`src/hdl/lbc_pkg.sv`:
```
// ----------------------------------------------------------------------------
// lbc_pkg
// Shared codes, widths and payload layouts for the LED blink controller.
// ----------------------------------------------------------------------------
`default_nettype none

package lbc_pkg;

   // Command codes carried in the request tuser
   localparam logic [1:0] CMD_START = 2'd0;
   localparam logic [1:0] CMD_TICK  = 2'd1;
   localparam logic [1:0] CMD_SET   = 2'd2;

   // Pin modes
   localparam logic [1:0] MODE_OFF  = 2'd0;
   localparam logic [1:0] MODE_ON   = 2'd1;
   localparam logic [1:0] MODE_SLOW = 2'd2;
   localparam logic [1:0] MODE_FAST = 2'd3;

   // Register indexes on the csr port
   localparam int unsigned CSR_INDEX_BITS = 3;
   localparam logic [CSR_INDEX_BITS-1:0] REG_LED_MASK  = 3'd0;
   localparam logic [CSR_INDEX_BITS-1:0] REG_ON_LEVEL  = 3'd1;
   localparam logic [CSR_INDEX_BITS-1:0] REG_FUNC_MAP  = 3'd2;
   localparam logic [CSR_INDEX_BITS-1:0] REG_COLOR_MAP = 3'd3;
   localparam logic [CSR_INDEX_BITS-1:0] REG_MODE_MAP  = 3'd4;
   localparam logic [CSR_INDEX_BITS-1:0] REG_SLOW      = 3'd5;
   localparam logic [CSR_INDEX_BITS-1:0] REG_FAST      = 3'd6;

   // Field widths
   localparam int unsigned MAX_PINS     = 16;
   localparam int unsigned FUNC_BITS    = 3;
   localparam int unsigned COLOR_BITS   = 2;
   localparam int unsigned MODE_BITS    = 2;
   localparam int unsigned TICK_BITS    = 16;
   localparam int unsigned CSR_DATA_BITS = 48;
   localparam logic [TICK_BITS-1:0] SLOW_RESET = 16'd10;
   localparam logic [TICK_BITS-1:0] FAST_RESET = 16'd2;

   // Request payload: function_sel, color_sel, mode_req, zero pad
   typedef struct packed {
      logic                  pad;
      logic [MODE_BITS-1:0]  mode_req;
      logic [COLOR_BITS-1:0] color_sel;
      logic [FUNC_BITS-1:0]  function_sel;
   } req_data_type;

   // Result payload: pin_levels low, changed_pins high
   typedef struct packed {
      logic [MAX_PINS-1:0] changed_pins;
      logic [MAX_PINS-1:0] pin_levels;
   } rsp_data_type;

endpackage

`default_nettype wire

```
`src/hdl/led_blink_controller.sv`:
```
// Path: an accepted request is held in the request register, and its result in the result register.
// Throughput: one request per cycle unless the result port stalls; the state update for all
// pins runs in a single pass between the request register and the result register.
// Reset (synchronous): all pins off and unlit, counters and periods zero,
// registers at their reset values, both pipeline slots empty.
// ----------------------------------------------------------------------------
// led_blink_controller
// Drives up to PINS LED pins through start, tick and set-mode commands and
// reports the pin levels and the pins that changed after each command.
// ----------------------------------------------------------------------------
`default_nettype none

module led_blink_controller #(
   parameter int unsigned PINS       = 16,
   parameter int unsigned COUNT_BITS = 16
) (
   input  wire logic                                 clock,
   input  wire logic                                 reset,
   // request channel
   input  wire logic                                 req_tvalid,
   output      logic                                 req_tready,
   input  wire lbc_pkg::req_data_type                req_tdata,  // function_sel, color_sel, mode_req
   input  wire logic [1:0]                           req_tuser,  // command
   // result channel
   output      logic                                 rsp_tvalid,
   input  wire logic                                 rsp_tready,
   output      lbc_pkg::rsp_data_type                rsp_tdata,  // pin_levels, changed_pins
   // register write channel
   input  wire logic                                 csr_valid,
   output      logic                                 csr_ready,
   input  wire logic [lbc_pkg::CSR_INDEX_BITS-1:0]   csr_index,
   input  wire logic [lbc_pkg::CSR_DATA_BITS-1:0]    csr_data
);
   import lbc_pkg::*;

   localparam logic [PINS-1:0]       ONE_PIN   = {{(PINS-1){1'b0}}, 1'b1};
   localparam logic [COUNT_BITS-1:0] ONE_COUNT = {{(COUNT_BITS-1){1'b0}}, 1'b1};

   // Configuration registers
   logic [MAX_PINS-1:0]           led_mask_ff;
   logic [MAX_PINS-1:0]           on_level_ff;
   logic [FUNC_BITS*MAX_PINS-1:0] func_map_ff;
   logic [COLOR_BITS*MAX_PINS-1:0] color_map_ff;
   logic [MODE_BITS*MAX_PINS-1:0] mode_map_ff;
   logic [TICK_BITS-1:0]          slow_ticks_ff;
   logic [TICK_BITS-1:0]          fast_ticks_ff;

   // Request register
   logic         in_valid_ff;
   logic [1:0]   cmd_ff;
   req_data_type in_data_ff;

   // Per-pin state
   logic [MODE_BITS-1:0]  mode_ff   [PINS];
   logic [MODE_BITS-1:0]  mode_in   [PINS];
   logic [COUNT_BITS-1:0] count_ff  [PINS];
   logic [COUNT_BITS-1:0] count_in  [PINS];
   logic [COUNT_BITS-1:0] period_ff [PINS];
   logic [COUNT_BITS-1:0] period_in [PINS];
   logic [PINS-1:0]       lit_ff;
   logic [PINS-1:0]       lit_in;

   // Result register
   logic         rsp_valid_ff;
   logic         rsp_valid_in;
   rsp_data_type rsp_data_ff;
   rsp_data_type rsp_data_in;

   logic advance;

   // Periods truncated or extended to the counter width
   logic [31:0]           slow_ext;
   logic [31:0]           fast_ext;
   logic [COUNT_BITS-1:0] slow_period;
   logic [COUNT_BITS-1:0] fast_period;

   // Pair selection for set commands
   logic [PINS-1:0] led_pins;
   logic [PINS-1:0] match;
   logic [PINS-1:0] color_hit;
   logic [PINS-1:0] hit0;
   logic [PINS-1:0] rest;
   logic [PINS-1:0] hit1;
   logic [PINS-1:0] keep_sel;
   logic [PINS-1:0] off_sel;
   logic [PINS-1:0] apply_sel;
   logic            c0;
   logic            c1;
   logic            sel0_only;
   logic            sel1_only;
   logic            both_sel;

   logic [PINS-1:0]     levels;
   logic [PINS-1:0]     changed;
   logic [MAX_PINS-1:0] levels_wide;
   logic [MAX_PINS-1:0] changed_wide;

   assign csr_ready  = 1'b1;
   assign advance    = in_valid_ff && (!rsp_valid_ff || rsp_tready);
   assign req_tready = !in_valid_ff || advance;
   assign rsp_tvalid = rsp_valid_ff;
   assign rsp_tdata  = rsp_data_ff;

   assign slow_ext    = {16'd0, slow_ticks_ff};
   assign fast_ext    = {16'd0, fast_ticks_ff};
   assign slow_period = slow_ext[COUNT_BITS-1:0];
   assign fast_period = fast_ext[COUNT_BITS-1:0];
   assign led_pins    = led_mask_ff[PINS-1:0];

   // Register writes
   always_ff @(posedge clock) begin
      if (reset) begin
         led_mask_ff   <= '0;
         on_level_ff   <= '0;
         func_map_ff   <= '0;
         color_map_ff  <= '0;
         mode_map_ff   <= '0;
         slow_ticks_ff <= SLOW_RESET;
         fast_ticks_ff <= FAST_RESET;
      end else if (csr_valid) begin
         case (csr_index)
            REG_LED_MASK:  led_mask_ff   <= csr_data[MAX_PINS-1:0];
            REG_ON_LEVEL:  on_level_ff   <= csr_data[MAX_PINS-1:0];
            REG_FUNC_MAP:  func_map_ff   <= csr_data[FUNC_BITS*MAX_PINS-1:0];
            REG_COLOR_MAP: color_map_ff  <= csr_data[COLOR_BITS*MAX_PINS-1:0];
            REG_MODE_MAP:  mode_map_ff   <= csr_data[MODE_BITS*MAX_PINS-1:0];
            REG_SLOW:      slow_ticks_ff <= csr_data[TICK_BITS-1:0];
            REG_FAST:      fast_ticks_ff <= csr_data[TICK_BITS-1:0];
            default: ;
         endcase
      end
   end

   // Capture a request
   always_ff @(posedge clock) begin
      if (reset) begin
         in_valid_ff <= 1'b0;
      end else if (req_tready) begin
         in_valid_ff <= req_tvalid;
      end
      if (req_tready && req_tvalid) begin
         cmd_ff     <= req_tuser;
         in_data_ff <= req_tdata;
      end
   end

   // Find the first two LED pins of the requested function and steer by color
   always_comb begin
      for (int p = 0; p < PINS; p++) begin
         match[p]     = led_pins[p]
                        && (func_map_ff[FUNC_BITS*p +: FUNC_BITS] == in_data_ff.function_sel);
         color_hit[p] = color_map_ff[COLOR_BITS*p +: COLOR_BITS] == in_data_ff.color_sel;
      end
      hit0      = match & (~match + ONE_PIN);
      rest      = match & ~hit0;
      hit1      = rest & (~rest + ONE_PIN);
      c0        = |(hit0 & color_hit);
      c1        = |(hit1 & color_hit);
      sel0_only = c0 && !c1 && (rest != '0);
      sel1_only = c1 && !c0;
      both_sel  = (rest != '0) && !sel0_only && !sel1_only;
      if ((rest == '0) || sel0_only) begin
         keep_sel = hit0;
      end else if (sel1_only) begin
         keep_sel = hit1;
      end else begin
         keep_sel = '0;
      end
      if (sel0_only) begin
         off_sel = hit1;
      end else if (sel1_only) begin
         off_sel = hit0;
      end else begin
         off_sel = '0;
      end
      for (int p = 0; p < PINS; p++) begin
         apply_sel[p] = (keep_sel[p] && (mode_ff[p] != in_data_ff.mode_req))
                        || (both_sel && (hit0[p] || hit1[p]));
      end
   end

   // Next state of every pin
   always_comb begin
      logic [MODE_BITS-1:0] dm;
      dm = MODE_OFF;
      for (int p = 0; p < PINS; p++) begin
         mode_in[p]   = mode_ff[p];
         count_in[p]  = count_ff[p];
         period_in[p] = period_ff[p];
         lit_in[p]    = lit_ff[p];
         if (advance && led_pins[p]) begin
            case (cmd_ff)
               CMD_START: begin
                  dm         = mode_map_ff[MODE_BITS*p +: MODE_BITS];
                  mode_in[p] = dm;
                  lit_in[p]  = dm != MODE_OFF;
                  if (dm == MODE_SLOW) begin
                     count_in[p]  = '0;
                     period_in[p] = slow_period;
                  end else if (dm == MODE_FAST) begin
                     count_in[p]  = '0;
                     period_in[p] = fast_period;
                  end
               end
               CMD_TICK: begin
                  if (mode_ff[p] == MODE_ON) begin
                     lit_in[p] = 1'b1;
                  end else if (mode_ff[p] == MODE_OFF) begin
                     lit_in[p] = 1'b0;
                  end else if (count_ff[p] < period_ff[p]) begin
                     count_in[p] = count_ff[p] + ONE_COUNT;
                  end else begin
                     lit_in[p]   = !lit_ff[p];
                     count_in[p] = '0;
                  end
               end
               CMD_SET: begin
                  if (apply_sel[p]) begin
                     mode_in[p]  = in_data_ff.mode_req;
                     count_in[p] = '0;
                     if (in_data_ff.mode_req == MODE_SLOW) begin
                        period_in[p] = slow_period;
                     end else if (in_data_ff.mode_req == MODE_FAST) begin
                        period_in[p] = fast_period;
                     end
                  end else if (off_sel[p]) begin
                     mode_in[p] = MODE_OFF;
                  end
               end
               default: ;
            endcase
         end
      end
   end

   // Build the result
   always_comb begin
      levels       = led_pins & ~(on_level_ff[PINS-1:0] ^ lit_in);
      changed      = led_pins & (lit_ff ^ lit_in);
      levels_wide  = '0;
      changed_wide = '0;
      levels_wide[PINS-1:0]  = levels;
      changed_wide[PINS-1:0] = changed;
      rsp_data_in.pin_levels   = levels_wide;
      rsp_data_in.changed_pins = changed_wide;
      if (advance) begin
         rsp_valid_in = 1'b1;
      end else if (rsp_tready) begin
         rsp_valid_in = 1'b0;
      end else begin
         rsp_valid_in = rsp_valid_ff;
      end
   end

   // Hold pin state
   always_ff @(posedge clock) begin
      if (reset) begin
         lit_ff <= '0;
         for (int p = 0; p < PINS; p++) begin
            mode_ff[p]   <= MODE_OFF;
            count_ff[p]  <= '0;
            period_ff[p] <= '0;
         end
      end else begin
         lit_ff <= lit_in;
         for (int p = 0; p < PINS; p++) begin
            mode_ff[p]   <= mode_in[p];
            count_ff[p]  <= count_in[p];
            period_ff[p] <= period_in[p];
         end
      end
   end

   // Result register
   always_ff @(posedge clock) begin
      if (reset) begin
         rsp_valid_ff <= 1'b0;
      end else begin
         rsp_valid_ff <= rsp_valid_in;
      end
      if (advance) begin
         rsp_data_ff <= rsp_data_in;
      end
   end

endmodule

`default_nettype wire

```
`config.mk`:
```
export PLATFORM = sky130hd
export DESIGN_NAME = led_blink_controller
export DESIGN_NICKNAME = d
export VERILOG_FILES = /design/src/hdl/lbc_pkg.sv /design/src/hdl/led_blink_controller.sv
export SDC_FILE = /design/constraint.sdc
export NUM_CORES = 2
export LEC_CHECK = 0
export BUFFER_PORTS_ARGS = -buffer_cell sky130_fd_sc_hd__buf_2
export CAP_MARGIN = 20
export CORE_MARGIN = 2
export CORE_UTILIZATION = 59
export CTS_BUF_LIST = sky130_fd_sc_hd__clkbuf_4
export CTS_CLUSTER_SIZE = 20
export DETAILED_ROUTE_END_ITERATION = 7
export MAX_ROUTING_LAYER = met4
export PLACE_DENSITY_LB_ADDON = 0.1
export SYNTH_ARGS = -nofsm -noshare
export SYNTH_HDL_FRONTEND = slang
export SYNTH_SLANG_ARGS = --single-unit
```
`constraint.sdc`:
```
create_clock -name clock -period 4.35 [get_ports clock]
set_clock_uncertainty 0.1 [all_clocks]
set_input_delay 0.2175 -clock clock [delete_from_list [all_inputs] [get_ports clock]]
set_output_delay 0.2175 -clock clock [all_outputs]
set_load 0.05 [all_outputs]
```
# --- After elaboration in Yosys (flattened, before gate mapping) ---
# Memory sizes are Yosys's and may differ from the RTL's.
# Index checks and enable logic that the tools add are counted.
op_classes:
  addsub: 18
  n_lt_le_gt_ge: 16
  n_eq_ne: 106
  mux: 441
  n_bitwise: 61
  reduce_logical: 174
ops:
  columns: ["operator", "count"]
  rows:
  - ["two-way mux 16 bit", 244]
  - ["case mux 16 bit (3 select lines)", 16]
  - ["case mux 16 bit (2 select lines)", 16]
  - ["adder 16 x 1 -> 16 bit (second input constant)", 18]
  - ["< comparator 16 bit", 16]
  - ["two-way mux 2 bit", 64]
  - ["bitwise AND 16 bit", 7]
  - ["logical AND 1 bit", 71]
  - ["== test 2 bit (second input constant)", 35]
  - ["two-way mux 1 bit", 69]
  - ["inverter 16 bit", 4]
  - ["case mux 2 bit (2 select lines)", 16]
  - ["== test 3 bit", 16]
  - ["bitwise OR 1 bit", 48]
  - ["logical OR 1 bit", 35]
  - ["== test 2 x 1 -> 1 bit (second input constant)", 17]
  - ["logical NOT 2 bit", 17]
  - ["nonzero test 2 bit", 17]
  - ["== test 2 bit", 16]
  - ["inequality test 2 bit", 16]
  - ["case mux 1 bit (2 select lines)", 16]
  - ["OR reduction 16 bit", 2]
  - ["bitwise XOR 16 bit", 2]
  - ["logical NOT 1 bit", 22]
  - ["other kinds (7)", 16]
totals:
  regBits: 235
  ram_bits: 544
  in_bits: 66
  output_inout_bits: 35
  elab_cells: 835
  memories: 3
memory_table:
  columns: ["name", "words", "width", "read_ports", "rd_clocked_by_memory_dff", "write_ports", "line", "source"]
  rows:
  - ["count_ff", 16, 16, 16, 0, 16, "led_blink_controller.sv:56", "logic [COUNT_BITS-1:0] count_ff [PINS];"]
  - ["period_ff", 16, 16, 16, 0, 16, "led_blink_controller.sv:58", "logic [COUNT_BITS-1:0] period_ff [PINS];"]
  - ["mode_ff", 16, 2, 16, 0, 16, "led_blink_controller.sv:54", "logic [MODE_BITS-1:0] mode_ff [PINS];"]

# --- Depth between registers and ports, before layout ---
depth:
  ltp_word: 24
  mapped_depth: 19
  ltp_nobuf: 15

# --- Worst setup path before layout ---
# Ideal clock, no wire load.
synth_timing:
  kind: "register -> register"
  start: "register in_data_ff[0] in the netlist's numbering"
  end: "memory period_ff[8][12] (netlist: period_ff[1][12])"
  setup_ps: 80
  t_arrival_ps: 4120
  t_required_ps: 4170
  path_slack_ps: 50
  path_stages_with_launch: 18
  n_path_buf: 4
  synth_period_minus_slack_ps: 4300
  cell_sequence: "edfxtp_1 > buf_6 > buf_12 > xnor2_1 > nand4_4 > nand2_4 > or4_1 > buf_2 > or4_4 > a21oi_2 > o21ai_2 > a41o_4 > a222oi_1 > nand3_1 > a21oi_4 > buf_6 > nor2_1 > a211oi_2"
synth_rtl:
  columns: ["element", "line", "source"]
  rows:
  - ["start, declared", "led_blink_controller.sv:51", "req_data_type in_data_ff;"]
  - ["start signal, assigned", "led_blink_controller.sv:143", "in_data_ff <= req_tdata;"]
  - ["end, declared", "led_blink_controller.sv:58", null]

==> metrics.md <==
| Metric | Value |
|---|---|
| Run status | `finished with violations` |
| Violated checks | `DRC, setup timing` |
| Synthesized area per cell | `8.14 um2` |
| Global Route Usage Sum | `39.3%` |
| Post-synthesis share of cell area spent on xor and xnor gates | `2.58%` |
| Total power | `15.1 mW` |
| Hold Violations, Final | `0` |
| Clock tree from TritonCTS | `done` |
| Max Fclk | `220 MHz` |
| Worst min-delay path class | `input pin to flop` |
| Initial antenna violation count | `3` |
| Worst Reg2Reg Path Length in Cells | `17` |
| VDD IR-drop max | `0.324 mV` |
| Setup slack after layout | `-191 ps` |
| Total core area | `74,600 um2` |
| Launch instance of the worst min-delay path | `csr_valid` |
| Die Wd | `279 um` |
| Highest fanout seen on the critical path | `8` |
| Per-cell via count in the routed design | `6.31` |
| Total wire length | `159,000 um` |
| Most used standard cell by instance count after synthesis | `sky130_fd_sc_hd__dfxtp_1` |
| I/O pin cnt | `101` |
| Crit-path cells | `buf_12 > buf_4 > xnor2_1 > nand4_1 > or3_4 > or4_4 > a21oi_4 > o21ai_4 > buf_4 > a311oi_2 > a31oi_2 > a211o_1 > a211oi_4 > buf_4 > clkbuf_16 > nor2_1 > a211oi_1` |
| Count of flip-flops with a built-in enable after synthesis | `41` |
| Die span in y | `279 um` |
| Area of the mapped netlist | `44,500 um2` |
| Arithmetic-cell share of the synthesized area counting full adders, half adders and majority gates | `7.24%` |
| Final weighted congestion in routability-driven placement | `1.01` |
| Vias | `44.4k` |
| Number of remaining DRC errors | `1` |
| Most prevalent standard cell on the critical path | `sky130_fd_sc_hd__buf_4` |
| Post-route antenna net violation count | `0` |
| Maximum level of the CTS H-tree | `4` |
| Measured slew at the worst slew-check pin | `1110 ps` |
| Sequential element share of the synthesized area | `35.9%` |
| Non-filler cells, final | `7,044` |
| Clock tree root buffer cell | `sky130_fd_sc_hd__clkbuf_4` |
| Worst setup slack for register-to-register paths | `-190 ps` |
| Overflow after GRT | `0` |
| Initial Utilization | `59.7%` |
| Final cycle utilization of the critical path | `104%` |
| Stage delay of the slowest cell on the critical path | `560 ps` |
| FF+latch count, synth | `779` |
| Slew margin rel. | `26.2%` |
| Buffer depth of the longest clock path | `3` |
| Clock buffer count from CTS | `212` |
| Most common flop cell mapped by yosys | `sky130_fd_sc_hd__dfxtp_1` |
| Standard-cell row count | `100` |
| Die area | `77,700 um2` |
| Number of iterations in the first detailed-routing pass | `8` |
| Total number of yosys warnings | `0` |
| Combinational family with the most area after synthesis | `compound AO/OA/AOI/OAI gates` |
| Final setup TNS | `-15,960 ps` |
| Power density relative to cell area | `279 nW/um2` |
| Inst Count DP | `6,418` |
| Share of cells above drive strength 1 | `18.9%` |
| Max-Cap Viols | `0` |
| Final setup violation count | `190` |
| Area leader, netlist | `sky130_fd_sc_hd__dfxtp_1` |
| Worst hold-check slack | `137 ps` |
| Most frequent cells after synthesis | `sky130_fd_sc_hd__dfxtp_1, sky130_fd_sc_hd__nand2_1, sky130_fd_sc_hd__nor2_1, sky130_fd_sc_hd__a21oi_1, sky130_fd_sc_hd__clkbuf_1` |
| Endpoint of the most critical register-to-register path | `period_ff[0][18]$_SDFFE_PP0P_` |
| Post-synth net total | `5,789` |
| Nets@finish | `6,226` |
| Area of all placed cells without fillers | `54,000 um2` |
| Main area contributors after synthesis | `sky130_fd_sc_hd__dfxtp_1, sky130_fd_sc_hd__ha_1, sky130_fd_sc_hd__mux2i_1` |
| Hold Path Sink | `fast_period[15]$_SDFFE_PP0P_` |
| Buffers and inverters on the worst path | `5` |
| Placed standard-cell area | `47,200 um2` |
| Largest delay contributor family on the critical path | `compound AO/OA/AOI/OAI gates` |
| Skew-Pair Late Insertion Delay | `1170 ps` |
| Clk slew on worst S/H paths | `90 ps` |
| Initial DRC count | `5,455` |
| Required time worst endpoint | `5280 ps` |
| CP Capture Type | `flop` |
| Synthesized netlist cell count | `5,467` |
| Final Max Slew Viols | `0` |
| Mux cell area share after synthesis | `6.46%` |
| Syn-to-layout area delta | `21.3%` |
| Wire per inst | `22.5 um` |
| Yosys cell types | `102` |
| Data arrival time at the worst-slack endpoint | `5470 ps` |
| Utilization after layout | `72.4%` |
| Pin count of the biggest net entering global routing | `172` |
| Setup repair after global routing missed its margin | `yes` |
| Number of clock sinks | `779` |
| HPWL after detailed placement | `94,700 um` |
| Startpoint of the worst register-to-register path | `in_data_ff[2]$_DFFE_PP_` |
| Post-place setup slack | `-383 ps` |
| Post-synthesis async set-or-reset flop share | `0%` |
| Wire length of the first global-routing pass | `232,000 um` |
| Final worst path period need | `4540 ps` |
| Number of global-route vias before repair | `40.1k` |
| I/O Buffers | `98` |
| Share of the synthesized area in compound gates (AO/OA/AOI/OAI) | `21.0%` |
| Simple-gate portion of the synthesized area | `20.8%` |
| Critical Setup Path Class | `flop to flop` |
| Critical path launch point type | `flop` |
| Leakage power | `21.2 nW` |
| Hold Path Depth | `6` |
| Share of the synthesized area in the top cell type | `33.2%` |
| Cell with the biggest individual delay on the critical path | `sky130_fd_sc_hd__or4_4` |
-- layer usage --
metal | track usage, % | wire [um] | up-vias
li1 | - | - | 20600
met1 | 53.2 | 66300 | 21000
met2 | 55.7 | 66800 | 2376
met3 | 8.20 | 17800 | 465
met4 | 18.9 | 7670 | 0
met5 | - | 0 | -
-- logic make-up (layout without fill, tap and decap cells) --
group | Yosys count | in the layout
adder cells (fa/ha/maj) | 258 | 258
flip-flops | 779 | 779
multiplexers | 286 | 286
other | 1 | 11
XOR/XNOR | 131 | 131
AND/OR/NAND/NOR | 1910 | 1911
AO/OA/AOI/OAI | 1427 | 1428
buffers and inverters | 675 | 1271
-- final cells by class --
cell class / count / area, um2
Fill cell: 5850 / 20600
Inverter: 301 / 1130
Multi-Input combinational cell: 4015 / 27300
Tap cell: 969 / 1210
Antenna cell: 10 / 25.0
Clock inverter: 59 / 259
Timing Repair Buffer: 595 / 5680
Sequential cell: 779 / 16000
Clock buffer: 316 / 2370
-- what timing repair did --
action	4_1_cts	5_1_grt
buffers inserted	5	46
resized for setup	24	338
cloned	1	30
endpoints found under the hold margin	663	0
setup endpoints to repair	274	469
hold buffers	159	0
pin swaps	6	124
-- worst max path at each step --
stage / endpoint / slack [ps] / cells past startpoint / from
2_1_floorplan: period_ff[1][12]$_SDFFE_PP0P_ / 50 / 17 / in_data_ff[0]$_DFFE_PP_
4_1_cts: mode_ff[1][1]$_SDFFE_PP0P_ / -40 / 18 / in_data_ff[2]$_DFFE_PP_
3_3_place_gp: count_ff[0][81]$_SDFFE_PP0P_ / -240 / 15 / in_data_ff[0]$_DFFE_PP_
5_1_grt: period_ff[1][6]$_SDFFE_PP0P_ / -250 / 21 / in_data_ff[2]$_DFFE_PP_
3_5_place_dp: count_ff[0][81]$_SDFFE_PP0P_ / -380 / 17 / in_data_ff[2]$_DFFE_PP_
6_report: period_ff[0][18]$_SDFFE_PP0P_ / -190 / 17 / in_data_ff[2]$_DFFE_PP_
-- power breakdown --
part	switching, mW	total (mW)	internal [mW]
Sequential	0.147	7.40	7.25
Combinational	0.682	1.05	0.371
Clock	3.34	6.64	3.31
Total	4.16	15.1	10.9
-- worst min-delay path: cells and delay by family --
family,cells,cell delay (ps)
AND/OR/NAND/NOR,3,370
AO/OA/AOI/OAI,1,50
buffers and inverters,2,700
-- sequential cells by signal (all words and copies together), names as in the netlist --
register      cells
rsp_tdata        32
mode_ff          32
led_mask_ff      16
rsp_tvalid        1
mode_map_ff      32
in_data_ff        7
cmd_ff            2
in_valid_ff       1
slow_period      16
lit_ff           16
count_ff        256
period_ff       256
fast_period      16
func_map_ff      48
color_map_ff     32
on_level_ff      16
-- cells in the final DEF (no fill, tap or decap), types with 241 or more instances in the layout --
cell | synthesis | layout
sky130_fd_sc_hd__nand2_1 | 560 | 554
sky130_fd_sc_hd__nor2_1 | 520 | 487
sky130_fd_sc_hd__dfxtp_1 | 738 | 706
sky130_fd_sc_hd__mux2i_1 | 277 | 277
sky130_fd_sc_hd__a21oi_1 | 498 | 479
sky130_fd_sc_hd__inv_1 | 299 | 299
sky130_fd_sc_hd__buf_4 | 4 | 241
sky130_fd_sc_hd__a211oi_1 | 290 | 244
sky130_fd_sc_hd__clkbuf_4 | 0 | 316
sky130_fd_sc_hd__ha_1 | 256 | 256
Power figures use the tool's default switching activity.
